**src/sv/msa_pkg.sv**
```systemverilog
`timescale 1ns / 1ps
`default_nettype none
// ----------------------------------------------------------------------------
// msa_pkg
// shared types, status codes and default sizes of the window slot allocator
// ----------------------------------------------------------------------------
package msa_pkg;

    // default sizes, handed to the top level parameters
    localparam int NUM_SLOTS_DEF  = 64;
    localparam int SLOT_BYTES_DEF = 65536;
    localparam int PAGE_BYTES_DEF = 4096;

    // fixed field widths of the item interface
    localparam int ADDR_W   = 64;
    localparam int REL_W    = 16;
    localparam int STATUS_W = 3;
    localparam int BYTES_W  = 23;
    localparam int GFIRST_W = 6;
    localparam int GCOUNT_W = 7;

    typedef logic [STATUS_W-1:0] t_status;

    localparam t_status ST_OK        = 3'd0;
    localparam t_status ST_INVALID   = 3'd1;
    localparam t_status ST_BOUNDS    = 3'd2;
    localparam t_status ST_TOO_LARGE = 3'd3;
    localparam t_status ST_NO_RUN    = 3'd4;

    // operation codes
    localparam logic OP_MAP   = 1'b0;
    localparam logic OP_UNMAP = 1'b1;

    // commands from controller to datapath
    typedef struct packed {
        logic    load;         // capture the input item
        logic    stage_a;      // overflow and range checks
        logic    stage_b;      // page rounding
        logic    stage_c;      // slot count
        logic    scan_start;   // begin first-fit scan
        logic    claim_start;  // mark the found run busy
        logic    free_start;   // mark the release run free
        logic    init_start;   // clear every slot after reset
        logic    finish;       // load the result registers
        t_status code;         // status for finish
    } t_ctrl_cmd;

    // status from datapath to controller
    typedef struct packed {
        logic op_unmap;
        logic unmap_bad;
        logic map_invalid;
        logic map_bounds;
        logic too_large;
        logic scan_found;
        logic scan_fail;
        logic sweep_idle;
    } t_dp_stat;

endpackage
`default_nettype wire

```
**src/sv/mmio_window_slot_allocator_top.sv**
```systemverilog
`timescale 1ns / 1ps
`default_nettype none
// ----------------------------------------------------------------------------
// mmio_window_slot_allocator_top
// first-fit allocator of contiguous slot runs in an mmio mapping window
// ----------------------------------------------------------------------------
//  channel   ports                                   handshake
//  request   i_operation, i_phys_address,            start high, busy low
//            i_byte_size, i_release_first,
//            i_release_count
//  result    o_status, o_mapped_address,             o_valid, one cycle
//            o_phys_base, o_mapped_bytes,
//            o_granted_first, o_granted_count
//  config    i_cfg_wdata (window_base)               i_cfg_we
//
//  one item at a time; busy stays high until its result has been loaded
//  map: checks, then the one-slot-a-cycle first-fit bitmap scan, then the
//  one-slot-a-cycle claim sweep through the bitmap write port; a scan that
//  finds no run ends the item with ST_NO_RUN
//  unmap: sweep frees release_count slots; rejected items end at their check
//  after reset a clearing pass over all NUM_SLOTS slots holds busy high
//  the result shows for one cycle under o_valid; the receiver cannot stall
// ----------------------------------------------------------------------------
module mmio_window_slot_allocator_top #(
    parameter int NUM_SLOTS  = msa_pkg::NUM_SLOTS_DEF,
    parameter int SLOT_BYTES = msa_pkg::SLOT_BYTES_DEF,
    parameter int PAGE_BYTES = msa_pkg::PAGE_BYTES_DEF
) (
    input  wire logic                        i_clk,
    input  wire logic                        i_rst_n,
    // request item
    input  wire logic                        start,
    output logic                             busy,
    input  wire logic                        i_operation,
    input  wire logic [msa_pkg::ADDR_W-1:0]  i_phys_address,
    input  wire logic [msa_pkg::ADDR_W-1:0]  i_byte_size,
    input  wire logic [msa_pkg::REL_W-1:0]   i_release_first,
    input  wire logic [msa_pkg::REL_W-1:0]   i_release_count,
    // window_base register
    input  wire logic                        i_cfg_we,
    input  wire logic [msa_pkg::ADDR_W-1:0]  i_cfg_wdata,
    // result item
    output logic                             o_valid,
    output logic [msa_pkg::STATUS_W-1:0]     o_status,
    output logic [msa_pkg::ADDR_W-1:0]       o_mapped_address,
    output logic [msa_pkg::ADDR_W-1:0]       o_phys_base,
    output logic [msa_pkg::BYTES_W-1:0]      o_mapped_bytes,
    output logic [msa_pkg::GFIRST_W-1:0]     o_granted_first,
    output logic [msa_pkg::GCOUNT_W-1:0]     o_granted_count
);
    import msa_pkg::*;

    t_ctrl_cmd cmd;
    t_dp_stat  stat;

    // controller: request sequencing, clearing pass, busy
    msa_ctrl u_ctrl (
        .i_clk   (i_clk),
        .i_rst_n (i_rst_n),
        .i_start (start),
        .i_stat  (stat),
        .o_cmd   (cmd),
        .o_busy  (busy)
    );

    // datapath: size checks, slot bitmap, scan and sweep, result registers
    msa_dpath #(
        .NUM_SLOTS  (NUM_SLOTS),
        .SLOT_BYTES (SLOT_BYTES),
        .PAGE_BYTES (PAGE_BYTES)
    ) u_dpath (
        .i_clk            (i_clk),
        .i_rst_n          (i_rst_n),
        .i_cmd            (cmd),
        .o_stat           (stat),
        .i_cfg_we         (i_cfg_we),
        .i_cfg_wdata      (i_cfg_wdata),
        .i_operation      (i_operation),
        .i_phys_address   (i_phys_address),
        .i_byte_size      (i_byte_size),
        .i_release_first  (i_release_first),
        .i_release_count  (i_release_count),
        .o_valid          (o_valid),
        .o_status         (o_status),
        .o_mapped_address (o_mapped_address),
        .o_phys_base      (o_phys_base),
        .o_mapped_bytes   (o_mapped_bytes),
        .o_granted_first  (o_granted_first),
        .o_granted_count  (o_granted_count)
    );

endmodule
`default_nettype wire

```
**src/sv/msa_ctrl.sv**
```systemverilog
`timescale 1ns / 1ps
`default_nettype none
// ----------------------------------------------------------------------------
// msa_ctrl
// sequencer for map and unmap requests, drives the datapath by commands
// ----------------------------------------------------------------------------
module msa_ctrl (
    input  wire logic               i_clk,
    input  wire logic               i_rst_n,
    input  wire logic               i_start,
    input  wire msa_pkg::t_dp_stat  i_stat,
    output msa_pkg::t_ctrl_cmd      o_cmd,
    output logic                    o_busy
);
    import msa_pkg::*;

    typedef enum logic [3:0] {
        S_INIT_GO,
        S_INIT_WAIT,
        S_IDLE,
        S_CHK_A,
        S_CHK_B,
        S_CHK_C,
        S_CHK_D,
        S_SCAN,
        S_CLAIM,
        S_FREE
    } t_state;

    t_state    r_state, n_state;
    logic      r_busy;
    t_ctrl_cmd cmd;

    always_comb begin
        n_state = r_state;
        cmd     = '0;
        case (r_state)
            S_INIT_GO: begin
                cmd.init_start = 1'b1;
                n_state        = S_INIT_WAIT;
            end
            S_INIT_WAIT: begin
                if (i_stat.sweep_idle) begin
                    n_state = S_IDLE;
                end
            end
            S_IDLE: begin
                if (i_start) begin
                    cmd.load = 1'b1;
                    n_state  = S_CHK_A;
                end
            end
            S_CHK_A: begin
                cmd.stage_a = 1'b1;
                n_state     = S_CHK_B;
            end
            S_CHK_B: begin
                if (i_stat.op_unmap) begin
                    if (i_stat.unmap_bad) begin
                        cmd.finish = 1'b1;
                        cmd.code   = ST_INVALID;
                        n_state    = S_IDLE;
                    end else begin
                        cmd.free_start = 1'b1;
                        n_state        = S_FREE;
                    end
                end else if (i_stat.map_invalid) begin
                    cmd.finish = 1'b1;
                    cmd.code   = ST_INVALID;
                    n_state    = S_IDLE;
                end else begin
                    cmd.stage_b = 1'b1;
                    n_state     = S_CHK_C;
                end
            end
            S_CHK_C: begin
                if (i_stat.map_bounds) begin
                    cmd.finish = 1'b1;
                    cmd.code   = ST_BOUNDS;
                    n_state    = S_IDLE;
                end else begin
                    cmd.stage_c = 1'b1;
                    n_state     = S_CHK_D;
                end
            end
            S_CHK_D: begin
                if (i_stat.too_large) begin
                    cmd.finish = 1'b1;
                    cmd.code   = ST_TOO_LARGE;
                    n_state    = S_IDLE;
                end else begin
                    cmd.scan_start = 1'b1;
                    n_state        = S_SCAN;
                end
            end
            S_SCAN: begin
                if (i_stat.scan_found) begin
                    cmd.claim_start = 1'b1;
                    n_state         = S_CLAIM;
                end else if (i_stat.scan_fail) begin
                    cmd.finish = 1'b1;
                    cmd.code   = ST_NO_RUN;
                    n_state    = S_IDLE;
                end
            end
            S_CLAIM, S_FREE: begin
                if (i_stat.sweep_idle) begin
                    cmd.finish = 1'b1;
                    cmd.code   = ST_OK;
                    n_state    = S_IDLE;
                end
            end
            default: begin
                n_state = S_IDLE;
            end
        endcase
    end

    always_ff @(posedge i_clk) begin
        if (!i_rst_n) begin
            r_state <= S_INIT_GO;
            r_busy  <= 1'b1;
        end else begin
            r_state <= n_state;
            r_busy  <= (n_state != S_IDLE);
        end
    end

    assign o_cmd  = cmd;
    assign o_busy = r_busy;

endmodule
`default_nettype wire

```
**src/sv/msa_dpath.sv**
```systemverilog
`timescale 1ns / 1ps
`default_nettype none
// ----------------------------------------------------------------------------
// msa_dpath
// request registers, size arithmetic, slot bitmap, scan and sweep units
// ----------------------------------------------------------------------------
module msa_dpath #(
    parameter int NUM_SLOTS  = msa_pkg::NUM_SLOTS_DEF,
    parameter int SLOT_BYTES = msa_pkg::SLOT_BYTES_DEF,
    parameter int PAGE_BYTES = msa_pkg::PAGE_BYTES_DEF
) (
    input  wire logic                        i_clk,
    input  wire logic                        i_rst_n,
    input  wire msa_pkg::t_ctrl_cmd          i_cmd,
    output msa_pkg::t_dp_stat                o_stat,
    input  wire logic                        i_cfg_we,
    input  wire logic [msa_pkg::ADDR_W-1:0]  i_cfg_wdata,
    input  wire logic                        i_operation,
    input  wire logic [msa_pkg::ADDR_W-1:0]  i_phys_address,
    input  wire logic [msa_pkg::ADDR_W-1:0]  i_byte_size,
    input  wire logic [msa_pkg::REL_W-1:0]   i_release_first,
    input  wire logic [msa_pkg::REL_W-1:0]   i_release_count,
    output logic                             o_valid,
    output logic [msa_pkg::STATUS_W-1:0]     o_status,
    output logic [msa_pkg::ADDR_W-1:0]       o_mapped_address,
    output logic [msa_pkg::ADDR_W-1:0]       o_phys_base,
    output logic [msa_pkg::BYTES_W-1:0]      o_mapped_bytes,
    output logic [msa_pkg::GFIRST_W-1:0]     o_granted_first,
    output logic [msa_pkg::GCOUNT_W-1:0]     o_granted_count
);
    import msa_pkg::*;

    localparam int IDX_W    = (NUM_SLOTS > 1) ? $clog2(NUM_SLOTS) : 1;
    localparam int CNT_W    = $clog2(NUM_SLOTS + 1);
    localparam int SLOT_LOG = $clog2(SLOT_BYTES);
    localparam logic [ADDR_W-1:0] PMASK = ADDR_W'(PAGE_BYTES - 1);
    localparam logic [ADDR_W-1:0] SMASK = ADDR_W'(SLOT_BYTES - 1);
    localparam int RW = REL_W + 1;

    // request and arithmetic registers
    logic              r_op;
    logic [ADDR_W-1:0] r_addr, r_size, r_req, r_mapped, r_win_off;
    logic [REL_W-1:0]  r_rel_first, r_rel_count;
    logic              r_invalid, r_bounds, r_too_large, r_unmap_bad;
    logic [CNT_W-1:0]  r_need;
    logic [ADDR_W-1:0] r_window_base;

    // bitmap, one read and one write port
    logic              r_slot_busy [NUM_SLOTS];

    // sweep unit
    logic [CNT_W-1:0]  r_sw_ptr, r_sw_left;
    logic              r_sw_val;

    // scan unit
    logic              r_scan_act, r_rd_vld, r_rd_bit, r_found, r_fail;
    logic [CNT_W-1:0]  r_rd_ptr, r_run;
    logic [IDX_W-1:0]  r_rd_idx, r_found_first;

    // result registers
    logic              r_valid;
    t_status           r_status;
    logic [ADDR_W-1:0] r_o_addr, r_o_pbase;
    logic [BYTES_W-1:0] r_o_bytes;
    logic [GFIRST_W-1:0] r_o_first;
    logic [GCOUNT_W-1:0] r_o_count;

    logic [ADDR_W:0]   sum_a, sum_b;
    logic [ADDR_W-1:0] offset, slots;
    logic [RW-1:0]     rel_end;
    logic              rd_free_hit;
    logic [CNT_W:0]    run_inc;

    assign offset  = r_addr & PMASK;
    assign sum_a   = {1'b0, r_addr} + {1'b0, r_size};
    assign sum_b   = {1'b0, r_req} + {1'b0, PMASK};
    assign slots   = (r_mapped >> SLOT_LOG) + ADDR_W'(|(r_mapped & SMASK));
    assign rel_end = RW'(r_rel_first) + RW'(r_rel_count);
    assign run_inc = (CNT_W+1)'(r_run) + (CNT_W+1)'(1);
    assign rd_free_hit = !r_rd_bit && (run_inc == (CNT_W+1)'(r_need));

    // bitmap memory
    always_ff @(posedge i_clk) begin
        if (r_sw_left != '0) begin
            r_slot_busy[r_sw_ptr[IDX_W-1:0]] <= r_sw_val;
        end
        r_rd_bit <= r_slot_busy[r_rd_ptr[IDX_W-1:0]];
    end

    // control registers
    always_ff @(posedge i_clk) begin
        if (!i_rst_n) begin
            r_window_base <= '0;
            r_sw_left     <= '0;
            r_scan_act    <= 1'b0;
            r_rd_vld      <= 1'b0;
            r_found       <= 1'b0;
            r_fail        <= 1'b0;
            r_valid       <= 1'b0;
        end else begin
            if (i_cfg_we) begin
                r_window_base <= i_cfg_wdata;
            end
            r_valid <= i_cmd.finish;

            if (i_cmd.init_start) begin
                r_sw_left <= CNT_W'(NUM_SLOTS);
            end else if (i_cmd.claim_start) begin
                r_sw_left <= r_need;
            end else if (i_cmd.free_start) begin
                r_sw_left <= r_rel_count[CNT_W-1:0];
            end else if (r_sw_left != '0) begin
                r_sw_left <= r_sw_left - CNT_W'(1);
            end

            if (i_cmd.scan_start) begin
                r_scan_act <= 1'b1;
                r_rd_vld   <= 1'b0;
                r_found    <= 1'b0;
                r_fail     <= 1'b0;
            end else if (r_scan_act) begin
                r_rd_vld <= (r_rd_ptr < CNT_W'(NUM_SLOTS));
                if (r_rd_vld) begin
                    if (rd_free_hit) begin
                        r_found    <= 1'b1;
                        r_scan_act <= 1'b0;
                    end else if (r_rd_idx == IDX_W'(NUM_SLOTS - 1)) begin
                        r_fail     <= 1'b1;
                        r_scan_act <= 1'b0;
                    end
                end
            end
        end
    end

    // payload registers
    always_ff @(posedge i_clk) begin
        if (i_cmd.load) begin
            r_op        <= i_operation;
            r_addr      <= i_phys_address;
            r_size      <= i_byte_size;
            r_rel_first <= i_release_first;
            r_rel_count <= i_release_count;
        end
        if (i_cmd.stage_a) begin
            r_invalid   <= (r_size == '0) || sum_a[ADDR_W];
            r_req       <= offset + r_size;
            r_unmap_bad <= (r_rel_count == '0)
                        || (RW'(r_rel_first) >= RW'(NUM_SLOTS))
                        || (rel_end > RW'(NUM_SLOTS));
        end
        if (i_cmd.stage_b) begin
            r_bounds <= sum_b[ADDR_W];
            r_mapped <= sum_b[ADDR_W-1:0] & ~PMASK;
        end
        if (i_cmd.stage_c) begin
            r_too_large <= (slots > ADDR_W'(NUM_SLOTS));
            r_need      <= slots[CNT_W-1:0];
        end

        // sweep walks the run one slot a cycle
        if (i_cmd.init_start) begin
            r_sw_ptr <= '0;
            r_sw_val <= 1'b0;
        end else if (i_cmd.claim_start) begin
            r_sw_ptr <= CNT_W'(r_found_first);
            r_sw_val <= 1'b1;
        end else if (i_cmd.free_start) begin
            r_sw_ptr <= r_rel_first[CNT_W-1:0];
            r_sw_val <= 1'b0;
        end else if (r_sw_left != '0) begin
            r_sw_ptr <= r_sw_ptr + CNT_W'(1);
        end

        // scan: read one slot a cycle, count the free run behind it
        if (i_cmd.scan_start) begin
            r_rd_ptr <= '0;
            r_run    <= '0;
        end else if (r_scan_act) begin
            if (r_rd_ptr < CNT_W'(NUM_SLOTS)) begin
                r_rd_ptr <= r_rd_ptr + CNT_W'(1);
            end
            r_rd_idx <= r_rd_ptr[IDX_W-1:0];
            if (r_rd_vld) begin
                r_run <= r_rd_bit ? '0 : run_inc[CNT_W-1:0];
                if (rd_free_hit) begin
                    r_found_first <= IDX_W'((CNT_W+1)'(r_rd_idx) + (CNT_W+1)'(1)
                                     - (CNT_W+1)'(r_need));
                end
            end
        end

        if (i_cmd.claim_start) begin
            r_win_off <= (ADDR_W'(r_found_first) << SLOT_LOG) + offset;
        end

        if (i_cmd.finish) begin
            r_status <= i_cmd.code;
            if (i_cmd.code == ST_OK && r_op == OP_MAP) begin
                r_o_addr  <= r_window_base + r_win_off;
                r_o_pbase <= r_addr & ~PMASK;
                r_o_bytes <= r_mapped[BYTES_W-1:0];
                r_o_first <= GFIRST_W'(r_found_first);
                r_o_count <= GCOUNT_W'(r_need);
            end else begin
                r_o_addr  <= '0;
                r_o_pbase <= '0;
                r_o_bytes <= '0;
                r_o_first <= '0;
                r_o_count <= '0;
            end
        end
    end

    always_comb begin
        o_stat             = '0;
        o_stat.op_unmap    = (r_op == OP_UNMAP);
        o_stat.unmap_bad   = r_unmap_bad;
        o_stat.map_invalid = r_invalid;
        o_stat.map_bounds  = r_bounds;
        o_stat.too_large   = r_too_large;
        o_stat.scan_found  = r_found;
        o_stat.scan_fail   = r_fail;
        o_stat.sweep_idle  = (r_sw_left == '0);
    end

    assign o_valid          = r_valid;
    assign o_status         = r_status;
    assign o_mapped_address = r_o_addr;
    assign o_phys_base      = r_o_pbase;
    assign o_mapped_bytes   = r_o_bytes;
    assign o_granted_first  = r_o_first;
    assign o_granted_count  = r_o_count;

endmodule
`default_nettype wire
```
**config.mk**
```make
export PLATFORM = sky130hd
export DESIGN_NAME = mmio_window_slot_allocator_top
export DESIGN_NICKNAME = d
export VERILOG_FILES = /design/src/sv/msa_pkg.sv /design/src/sv/mmio_window_slot_allocator_top.sv /design/src/sv/msa_ctrl.sv /design/src/sv/msa_dpath.sv
export SDC_FILE = /design/constraint.sdc
export NUM_CORES = 1
export LEC_CHECK = 0
export BUFFER_PORTS_ARGS = -buffer_cell sky130_fd_sc_hd__buf_2
export CELL_PAD_IN_SITES_DETAIL_PLACEMENT = 1
export CELL_PAD_IN_SITES_GLOBAL_PLACEMENT = 1
export CORE_MARGIN = 2
export CORE_UTILIZATION = 31
export CTS_CLUSTER_SIZE = 28
export DETAILED_ROUTE_END_ITERATION = 7
export GPL_TIMING_DRIVEN = 0
export PLACE_DENSITY = 0.57
export SETUP_SLACK_MARGIN = 0.15
export SYNTH_ARGS = -nofsm -noshare
export SYNTH_HDL_FRONTEND = slang
export SYNTH_SLANG_ARGS = --single-unit
```
**constraint.sdc**
```tcl
create_clock -name i_clk -period 22.3 [get_ports i_clk]
set_input_delay 6.69 -clock i_clk [delete_from_list [all_inputs] [get_ports i_clk]]
set_output_delay 6.69 -clock i_clk [all_outputs]
set_load 0.005 [all_outputs]
```
== Word level (Yosys, flattened, before mapping) ==
Memories as Yosys holds them, arrays and structs flattened. A register that Yosys moved wholly into a read port is not among the register bits.
Cells that the tools add are included.

* Add/subtract/negate cells: 13
* $lt $le $gt $ge: 4
* Equal/unequal tests: 12
* Muxes and demuxes: 52
* Bitwise gates (word level): 4
* Reduce and logical (&&, ||, !) cells: 28

{| class="wikitable"
|+ Operators with widths
! cell !! count
|-
| $add A64 B12 Y65 const B || 1
|-
| $add A64 B64 Y65 || 1
|-
| $add A12 B64 Y64 || 1
|-
| $add A64 B64 Y64 || 1
|-
| $gt A64 B7 Y1 const B || 1
|-
| $logic_not A64 Y1 || 1
|-
| $mux W4 || 14
|-
| $add A48 B1 Y49 || 1
|-
| $mux W7 || 7
|-
| $pmux W4 S8 || 1
|-
| $mux W1 || 25
|-
| $add A22 B12 Y23 || 1
|-
| $pmux W4 S5 || 1
|-
| $add A16 B16 Y17 || 1
|-
| $gt A17 B7 Y1 const B || 1
|-
| $eq A4 B3 Y1 const B || 4
|-
| $ge A16 B7 Y1 const B || 1
|-
| $logic_not A16 Y1 || 1
|-
| $add A7 B1 Y7 const B || 2
|-
| $mux W3 || 3
|-
| $add A7 B1 Y8 const B || 1
|-
| $eq A4 B2 Y1 const B || 2
|-
| $eq A4 B4 Y1 const B || 2
|-
| $eq A8 B7 Y1 || 1
|-
| 25 further kinds || 38
|}

* Register bits after elaboration: 622
* Memory bits (writable): 64
* Bits of input ports: 229
* Output and inout port bits: 169
* Word-level logic and storage cells: 151
* Memories kept: 1

{| class="wikitable"
|+ Memories
! name !! words !! bits a word !! read ports !! clocked after Yosys merged registers in !! wr ports !! line !! RTL
|-
| u_dpath.r_slot_busy || 64 || 1 || 1 || 1 || 1 || msa_dpath.sv:49 || <nowiki>logic r_slot_busy [NUM_SLOTS];</nowiki>
|}

== Depth between registers and ports, before layout ==
* Depth after elaboration: 7
* Mapped depth: 12
* Gate-level depth less buffers: 11

== Hierarchy ==
From an unflattened synthesis, not the netlist that was laid out.

* Cells, all modules: 2408
* Area total of the unflattened synthesis: 29899.9 sq um

{| class="wikitable"
|+ By module, submodules not included
! module !! instances !! cells each !! area an instance (sq um) !! seq. area each (sq um)
|-
| msa_dpath || 1 || 2350 || 29390.7 || 17727.0
|-
| msa_ctrl || 1 || 58 || 509.2 || 100.1
|}

== Worst setup path after synthesis ==
No wires, ideal clock.

* Path kind: input port to flip-flop
* Start: input start
* End: register u_ctrl.r_state[0]
* Setup time: 0.114 ns
* Arrival: 18.818 ns
* Required time: 22.186 ns
* Setup slack: 3.368 ns
* Stages: 4
* Buffers on the path: 0
* Cells stage by stage: nand2_1 -> nor3_1 -> nor4_1 -> a21boi_0

* Cells in the longest elaborated chain, start to end: 2

{| class="wikitable"
|+ Ends and longest elaborated chain
! item !! line !! RTL
|-
| from (decl) || mmio_window_slot_allocator_top.sv:32 || <nowiki>input wire logic start,</nowiki>
|-
| $mux W4 || msa_ctrl.sv:48 || <nowiki>if (i_start) begin</nowiki>
|-
| $pmux W4 S8 || msa_ctrl.sv:37 || <nowiki>case (r_state)</nowiki>
|-
| to (signal assigned) || msa_ctrl.sv:124 || <nowiki>r_state <= n_state;</nowiki>
|-
| to (decl) || msa_ctrl.sv:30 || <nowiki>t_state r_state, n_state;</nowiki>
|}

Every way passes these cells.
A chain may end at the register's enable or synchronous reset.

==> summary.txt <==
Worst setup path
  • Max FO, Critical Path: 14
  • R2R setup slack: 18.01 ns
  • Worst EP required: 22.64 ns
  • Critical R2R Capture: u_dpath.o_granted_count[6]
  • CP endpoint kind: register
  • Startpoint Class: input pin
  • Kind of critical path: in2reg
  • RR Startpoint: u_ctrl.r_state[3]
  • Crit path DAT: 9.20 ns
  • Setup crit end: u_dpath.r_addr[4]
  • Critical Path Start: start
  • Cells on worst reg2reg path: 9

Synth
  • Multiplexer area fraction after synthesis: 4.09%
  • Flops & latches, synth: 628
  • Yosys warning count: 0
  • Library cells used by synthesis: 95
  • Simple logic cell fraction of the synthesized area: 16.9%
  • Mapped Area: 0.0300 sq mm
  • Synth Area in Compound Gates: 6.07%
  • Mapped Cells: 2,452
  • Post-synth EDFFs: 525
  • Xor and xnor area share after synthesis: 6.07%
  • Post-synthesis async set-or-reset flop share: 0%
  • Dominant synthesized flop cell: edfxtp_1
  • Largest family of logic cells by synthesized area: simple AND/OR/NAND/NOR gates
  • Synthesized area per cell: 12.2 sq um
  • Adder-Cell Fraction of Synth Area: 4.98%
  • Post-synthesis sequential area ratio: 59.4%

Floorplanning
  • I/O Pins: 398
  • Die width: 315 um
  • Height of the die: 315 um
  • Row count: 114
  • Die area: 0.0993 sq mm
  • Starting density of the core: 31.2%
  • Core region area: 0.0963 sq mm

Global routing
  • Largest net degree at the start of global routing: 66
  • Grt met3 use: 3.36%
  • Routing usage on met1: 21.4%
  • Total GRT Usage: 17.3%
  • Global route hottest layer: met2
  • First-pass GRT wire length: 132 mm
  • Vias in the first global route: 22,300
  • Antenna violations before repair: 8
  • Met2 Track Usage GR: 30.6%
  • Congestion Overflow GR: 0

Timing
  • Final setup viols: 0
  • Fin. max-slew vios: 0
  • Fmax: 113 MHz
  • Min Tclk post-route: 8.86 ns
  • Worst-Margin Slew: 1.26 ns
  • Fin Clk Skew: 0.0302 ns
  • WHS: 0.436 ns
  • RSZ-0062 raised after global routing: false
  • Post-route fraction of the period consumed by the critical path: 39.7%
  • Final Hold Viols: 0
  • Slew Limit Headroom: 16.0%

Layout
  • Area grow syn2layout: 21.8%
  • Commonest non-fill, non-tap cell in the layout: edfxtp_1
  • Nets: 3,300
  • Commonest non-fill, non-tap cells in the layout: edfxtp_1 (525), buf_2 (380), nor2_1 (254), xnor2_1 (144), nand2_1 (129)
  • Share of post-route cells with drive strength above 1: 20.9%

Detailed routing
  • WL final: 86.5 mm
  • DR vias: 20,700
  • DR iter-0 viols: 869
  • WL per Instance: 20.1 um
  • Vias per inst: 4.81
  • Detail Route Antenna Nets: 0
  • DRT Pass-1 Iters: 5
  • DR DRC count: 0

Clocking
  • CTS tree: done
  • Clock Tree Root: clkbuf_16
  • Max H-tree Level: 3
  • Postcts setup bufs: 0
  • Cts bufs inserted: 76
  • Clock-pin slew on the worst setup and hold paths: 0.05 ns
  • CTS sink count: 628
  • Hold_buf cts: 0
  • Clk_lat worst skew: 0.64 ns
  • Post-CTS sizing: 0
  • CTS Buffer Depth: 3

Placed design
  • Routability cong.: 0.818
  • Port buffer count: 371
  • Final HPWL DP: 67.0 mm

Job
  • Max Cap Viol: 0

Pwr
  • Power Total: 3210 uW
  • Worst VDD drop: 0.0570 mV
  • Leakage Power: 0.0133 uW
  • Power per cell area: 87.7 mW/mm^2

Hold path
  • HP Class: reg2reg

Outcome
  • Status: finished clean
==> how the worst min path moves through the flow <==
stage	startpoint	to	slack, ns	depth (start not counted)
floorplan	u_dpath.r_rd_ptr[3]	u_dpath.r_rd_idx[3]	0.41	0
global placement	u_dpath.r_rd_ptr[2]	u_dpath.r_rd_idx[2]	0.42	0
detailed placement	u_dpath.r_rd_ptr[2]	u_dpath.r_rd_idx[2]	0.43	0
CTS	u_dpath.r_rd_ptr[2]	u_dpath.r_rd_idx[2]	0.44	0
global route	u_dpath.r_rd_ptr[2]	u_dpath.r_rd_idx[2]	0.44	0
finish	u_dpath.r_rd_ptr[2]	u_dpath.r_rd_idx[2]	0.44	0
==> layer usage <==
| metal | vias up | routed length [um] | share of wire, % |
|---|---|---|---|
| met5 | - | 57 | 0.066 |
| met4 | 10 | 1760 | 2.0 |
| met3 | 125 | 4300 | 5.0 |
| met2 | 423 | 43100 | 50 |
| met1 | 10100 | 37300 | 43 |
| li1 | 10000 | - | - |
==> sequential cells by signal, summed over array words and instances, names as in the netlist, 7 cells and up <==
name / count
u_dpath.r_rd_ptr: 7
u_dpath.r_req: 64
u_dpath.r_need: 7
u_dpath.r_window_base: 64
u_dpath.r_size: 64
u_dpath.r_slot_busy: 64
u_dpath.r_rel_count: 16
u_dpath.r_win_off: 18
u_dpath.r_rel_first: 16
u_dpath.r_sw_left: 7
u_dpath.r_addr: 64
u_dpath.r_mapped: 52
u_dpath.r_run: 7
u_dpath.o_mapped_address: 64
u_dpath.o_granted_count: 7
u_dpath.o_phys_base: 52
u_dpath.o_mapped_bytes: 11
==> Yosys cell counts (30+ instances only) <==
| cell | instances | share of area [%] |
|---|---|---|
| o21ai_0 | 51 | 0.85 |
| nand3_1 | 92 | 1.5 |
| a21o_1 | 30 | 0.75 |
| xnor2_1 | 144 | 4.2 |
| clkbuf_1 | 64 | 0.80 |
| a21oi_1 | 85 | 1.4 |
| and3_1 | 31 | 0.65 |
| mux2i_1 | 73 | 2.4 |
| nor2b_1 | 77 | 1.6 |
| xor2_1 | 64 | 1.9 |
| dfxtp_1 | 103 | 6.9 |
| and2_1 | 85 | 1.8 |
| nor3_1 | 50 | 0.83 |
| nor4_1 | 55 | 1.1 |
| edfxtp_1 | 525 | 53 |
| nand4_1 | 65 | 1.4 |
| inv_1 | 62 | 0.78 |
| ha_1 | 113 | 4.7 |
| nor2_1 | 254 | 3.2 |
| nand2_1 | 129 | 1.6 |
==> metrics by stage <==
stage	utilization [%]	TNS (ns)	worst slack, ns	instances	instance area [sq um]
global route	38.0	0	13.23	4293	36600
global placement	34.9	-278.10	-3.06	4122	33600
finish	38.0	0	13.44	4297	36600
detailed placement	35.3	0	12.75	4152	34000
floorplan	-	0	3.37	2475	30100
CTS	38.0	0	13.44	4293	36600
==> where the power goes <==
part	internal (uW)	leakage (uW)	switching, uW
Combinational	197	0.00655	296
Clock	749	0.00122	505
Sequential	1390	0.00552	68.4
Total	2340	0.0133	869
==> worst max-delay path, cell delays in order <==
cell and delay [ns]:
buf_2 0.12, nand2_1 0.07, nor3_2 0.69, buf_6 0.27, buf_6 0.20, buf_6 0.18, buf_6 0.18, buf_6 0.19
buf_6 0.19, buf_6 0.19, buf_6 0.19
==> kinds of logic after synthesis <==
kind of cell    count (synthesis)
simple gates                  953
flops                         628
compound gates                279
xor+xnor                      208
buf+inv                       170
fa+ha+maj                     117
mux                            96
other cells                     1
==> area by class of cell <==
type	instances	area, sq um
Inverter	62	233
Fill cell	10500	59700
Clock inverter	50	529
Buffer	108	523
Timing Repair Buffer	401	2280
Antenna cell	4	10.0
Tap cell	1276	1600
Multi-Input combinational cell	1677	11600
Sequential cell	628	17800
Clock buffer	91	2000
(Power assumes the default switching activity.)
